File: src/rtl/core/assert_macros.svh
// Shared assertion helpers, clocked on aclk and held off while aresetn is low.
`ifndef ASSERT_MACROS_SVH
`define ASSERT_MACROS_SVH

// same-cycle implication
`define AST_IMPLIES(label, ante, cons) \
    label: assert property (@(posedge aclk) disable iff (!aresetn) (ante) |-> (cons)) \
        else $error("same-cycle check failed");

// next-cycle implication
`define AST_NEXT(label, ante, cons) \
    label: assert property (@(posedge aclk) disable iff (!aresetn) (ante) |=> (cons)) \
        else $error("next-cycle check failed");

`endif

File: src/rtl/core/prqs_pkg.sv
package prqs_pkg;

    localparam int CAPACITY = 64;
    localparam int IDX_W    = $clog2(CAPACITY);
    localparam int CNT_W    = $clog2(CAPACITY + 1);
    localparam int LEAF_N   = 1 << IDX_W;
    localparam int WAIT_W   = $clog2(IDX_W + 1);
    localparam int KEY_W    = 10;
    localparam int OCC_W    = 7;

    localparam logic CMD_INSERT = 1'b0;
    localparam logic CMD_REMOVE = 1'b1;

    localparam logic [1:0] STAT_INSERTED = 2'd0;
    localparam logic [1:0] STAT_REMOVED  = 2'd1;
    localparam logic [1:0] STAT_FULL     = 2'd2;
    localparam logic [1:0] STAT_EMPTY    = 2'd3;

    typedef enum logic [1:0] {
        MODE_FCFS,
        MODE_COST,
        MODE_PRIO,
        MODE_RSVD
    } mode_t;

    typedef enum logic [1:0] {
        FSM_IDLE,
        FSM_SEARCH,
        FSM_EMIT
    } fsm_t;

    typedef struct packed {
        logic        command;
        logic [15:0] job_tag;
        logic [9:0]  job_cost;
        logic [7:0]  job_priority;
    } in_item_t;

    typedef struct packed {
        logic [1:0]       status;
        logic [15:0]      out_tag;
        logic [9:0]       out_cost;
        logic [7:0]       out_priority;
        logic [OCC_W-1:0] occupancy;
    } out_item_t;

    typedef struct packed {
        logic [15:0] tag;
        logic [9:0]  cost;
        logic [7:0]  prio;
    } job_t;

    typedef struct packed {
        logic load;
        logic shift;
    } cell_ctrl_t;

    typedef struct packed {
        logic             valid;
        logic [KEY_W-1:0] key;
        logic [IDX_W-1:0] idx;
        job_t             job;
    } node_t;

    // smaller key wins; unused policy code behaves as first come
    function automatic logic [KEY_W-1:0] leaf_key(input mode_t mode, input job_t job);
        logic [KEY_W-1:0] key;
        key = '0;
        case (mode)
            MODE_COST: key = job.cost;
            MODE_PRIO: key = KEY_W'(~job.prio);
            default:   key = '0;
        endcase
        return key;
    endfunction

    // a always holds the older entries, so it wins ties
    function automatic node_t node_merge(input node_t a, input node_t b);
        node_t res;
        if (a.valid && (!b.valid || a.key <= b.key)) begin
            res = a;
        end else begin
            res = b;
        end
        return res;
    endfunction

endpackage

File: src/rtl/core/prqs_cell.sv
module prqs_cell (
    input  logic                 aclk,
    input  logic                 aresetn,
    input  prqs_pkg::cell_ctrl_t ctrl,
    input  prqs_pkg::job_t       new_job,
    input  prqs_pkg::job_t       nb_job,
    input  logic                 nb_valid,
    output prqs_pkg::job_t       job,
    output logic                 valid
);
    import prqs_pkg::*;

    job_t job_reg;
    logic valid_reg;

    always_ff @(posedge aclk) begin
        if (!aresetn) begin
            valid_reg <= 1'b0;
        end else if (ctrl.load) begin
            valid_reg <= 1'b1;
        end else if (ctrl.shift) begin
            valid_reg <= nb_valid;
        end
    end

    // younger neighbor moves down to close the gap
    always_ff @(posedge aclk) begin
        if (ctrl.load) begin
            job_reg <= new_job;
        end else if (ctrl.shift) begin
            job_reg <= nb_job;
        end
    end

    assign job   = job_reg;
    assign valid = valid_reg;

endmodule

File: config.mk
export PLATFORM = sky130hd
export DESIGN_NAME = prqs_cell
export DESIGN_NICKNAME = d
export VERILOG_FILES = /design/src/rtl/core/assert_macros.svh /design/src/rtl/core/prqs_pkg.sv /design/src/rtl/core/prqs_cell.sv
export SDC_FILE = /design/constraint.sdc
export NUM_CORES = 1
export LEC_CHECK = 0
export BUFFER_PORTS_ARGS = -buffer_cell sky130_fd_sc_hd__buf_2
export CAP_MARGIN = 20
export CORE_UTILIZATION = 37
export DETAILED_ROUTE_END_ITERATION = 7
export PLACE_DENSITY = 0.75
export SKIP_CTS_REPAIR_TIMING = 1
export SLEW_MARGIN = 20
export SYNTH_ARGS = -nofsm -noshare
export SYNTH_HDL_FRONTEND = slang
export SYNTH_SLANG_ARGS = --single-unit
export TNS_END_PERCENT = 100
File: constraint.sdc
create_clock -name aclk -period 1.6 [get_ports aclk]
set_clock_uncertainty 0.1 [all_clocks]
set_input_delay 0.4 -clock aclk [delete_from_list [all_inputs] [get_ports aclk]]
set_output_delay 0.4 -clock aclk [all_outputs]
set_load 0.1 [all_outputs]
# Word-level counts from Yosys, hierarchy flattened
# Index checks and enable logic that the tools add are counted.
totals:
  inputBits: 73
  elab_cells: 9
  out_inout_bits: 35
  register_bits: 35
classes:
  reduce_logical: 1
  mux: 4
op_table:
  columns: ["operator", "n"]
  rows:
  - ["2-to-1 mux 34 bit", 2]
  - ["2-to-1 mux 1 bit", 2]
  - ["nonzero test 2 bit", 1]

# Logic depth before layout (Yosys ltp)
logic_depth:
  ltp_word: 2
  mapped_depth: 3
  ltp_nobuf: 2

# Least setup slack after synthesis
# Ideal clock, no wire load.
synth_timing:
  path_type: "input to register"
  from: "in ctrl[1] in the netlist's numbering"
  to: "reg job_reg, in the netlist job[0] (enable)"
  t_arrival_ns: 1.169
  path_slack_ns: -0.045
  path_buffers: 2
  required_time_ns: 1.124
  cell_stages: 3
  cell_sequence: "buf_6 -> buf_12 -> or2_2"
synth_between:
  elab_chain_cells: 1
synth_rtl:
  columns: ["element", "line", "source"]
  rows:
  - ["from (decl)", "prqs_cell.sv:4", "input prqs_pkg::cell_ctrl_t ctrl,"]
  - ["nonzero test 2 bit (no line)", null, null]
  - ["to (signal assigned)", "prqs_cell.sv:29", "job_reg <= new_job;"]
  - ["to (signal assigned)", "prqs_cell.sv:31", "job_reg <= nb_job;"]
  - ["to (decl)", "prqs_cell.sv:13", "job_t job_reg;"]
# No other way between the ends.
# A chain may end at the register's enable or synchronous reset.

# Worst setup path after layout
layout_timing:
  from: "reg job_reg, in the netlist job[24]"
  to: "out job[24] in the netlist's numbering"
layout_rtl:
  columns: ["element", "line", "source"]
  rows:
  - ["to (decl)", "prqs_cell.sv:8", "output prqs_pkg::job_t job,"]
# No word-level cell between the ends.

==> impl_results.md <==
* Commonest non-fill, non-tap cell in the layout: buf_2
* Kind of cell adding the most delay to the critical path: buffers and inverters
* Fmax at 0.6463 GHz
* Worst path bufs/invs at 1
* Area Overhead vs Synth at 40.88%
* Status: complete, no violations
* Hold Vio Cnt, Final at 0
* Die height at 68.28 µm
* Synth warn at 0
* Worst slew margin at 66.63%
* Top cell type by total area after synthesis: edfxtp_1
* # diodes at 0
* Count of final setup violators at 0
* First-pass GRT wire length at 4202 µm
* Largest net degree at the start of global routing at 35
* I/O Pins at 108
* Clock Sink Count at 35
* Tmin final at 1547 ps
* Worst-skew pair later-pin latency at 270 ps
* Period utilisation layout at 96.70%
* Post-DR vias/cell at 4.456
* Critical path's largest stage delay at 430 ps
* Ratio of cells with drive above 1 in the final layout at 80.42%
* Crit path capture type: primary output
* Critical-path cell with the highest stage delay: buf_2
* Num rows at 23
* Number of global-route vias before repair at 948
* CTS root buf: clkbuf_8
* RSZ-0062 raised after global routing: no
* Register area share after synthesis at 64.05%
* CP max FO at 1
* Remaining antenna violation count after routing at 0
* Post-synth net total at 149
* Die ar. at 0.004661 mm²
* Startpoint types: register
* Worst-path clk slew at 70 ps
* Critical path cell sequence: buf_2
* Final TNS setup at 0 ps
* Drc violations at 0
* Longest Clk Path Bufs at 2
* Design Area, Final at 0.002290 mm²
* Total wire length at 3206 µm
* Mean area per synthesized cell at 21.39 µm²
* Total GRT Usage at 13.23%
* Total Nets Final at 261
* Max rail drop VDD at 0.4708 mV
* Power Density at 1291 mW/mm²
* Syn Inst Count at 76
* Cts bufs inserted at 5
* Flip-flop count of the largest register after layout at 34
* Leading cell types in the layout, fill and taps excluded: buf_2 (107), edfxtp_1 (34), mux2_4 (28)
* Antenna violations before repair at 0
* Core Area at 0.004115 mm²
* Slew Viols, Final at 0
* Synthesized area at 0.001625 mm²
* Placed cell areas at 0.002182 mm²
* Crit path DAT at 1050 ps
* Port buffer count at 107
* Max cap viols at 0
* CTS tree: yes
* CP required at 1100 ps
* CTS HTree Levels at 2
* Dominant cells by area after synthesis: edfxtp_1 (63%), mux2_4 (26%), mux2_2 (4.8%)
* GRT overflow at 0
* Leak at 1.109 nW
* Die Wd at 68.28 µm
* Number of iterations in the first detailed-routing pass at 4
* RePlAce Congestion at 0.7401
* Initial core utilization at 39.50%
* Drt wl/cell at 13.41 µm
* Synth Register Bits at 35
* PnR Total Power at 2.956 mW
* Via count at 1065
* Hold Crit Class: primary input to register
* DR iter-0 viols at 81
* Worst-Margin Slew at 504.1 ps
* Cell variety after synth at 8
* Critical path class: register to primary output
* Top cell type's share of synthesized area at 62.82%
==> final cells by class <==
class,count,area [µm²]
Tap cell,50,62.56
Multi-Input combinational cell,37,515.5
Timing Repair Buffer,109,563.0
Sequential cell,35,1041
Fill cell,359,1826
Clock buffer,5,68.82
Clock inverter,3,38.79
==> cell families after synthesis <==
kind of cell / Yosys count / synth area share, %
buffers and inverters: 4 / 4.388
and+or+nand+nor: 1 / 0.3852
AOI/OAI and AO/OA: 1 / 0.4621
muxes: 35 / 30.72
DFF: 35 / 64.05
==> per-layer routing <==
layer,GRT usage (%),part of all wire (%)
met2,24.02,52
met1,12.35,37
met5,0,0
met4,9.375,3.3
met3,4.167,6.9
==> power by group <==
group          internal [mW]  switching [mW]
sequential              1.12          0.0222
combinational          0.228           0.841
clock                  0.455           0.289
==> cell usage after synthesis <==
master / count
edfxtp_1: 34
mux2_2: 7
o21a_1: 1
buf_12: 3
dfxtp_1: 1
or2_2: 1
buf_6: 1
mux2_4: 28
==> through the flow <==
| stage | hold WS (ps) | std cells | setup WS (ps) | util, % |
|---|---|---|---|---|
| finish | 222.9 | 239 | 52.83 | 55.64 |
| global route | 233.2 | 239 | 9.846 | 55.64 |
| CTS | 216.2 | 239 | 35.36 | 55.64 |
| detailed placement | 473.2 | 231 | 97.53 | 53.03 |
| global placement | 473.3 | 231 | 116.3 | 53.03 |
| floorplan | 417.5 | 76 | 135.2 | - |
==> final timing paths <==
path                  end    start  cells past startpoint  slack (ps)
setup / recovery  job[24]  job[24]                      1          50
hold / removal      valid  aresetn                      2         220
setup reg to reg    valid    valid                      2         680
hold reg to reg     valid    valid                      2         490
Power figures use the tool's default switching activity.
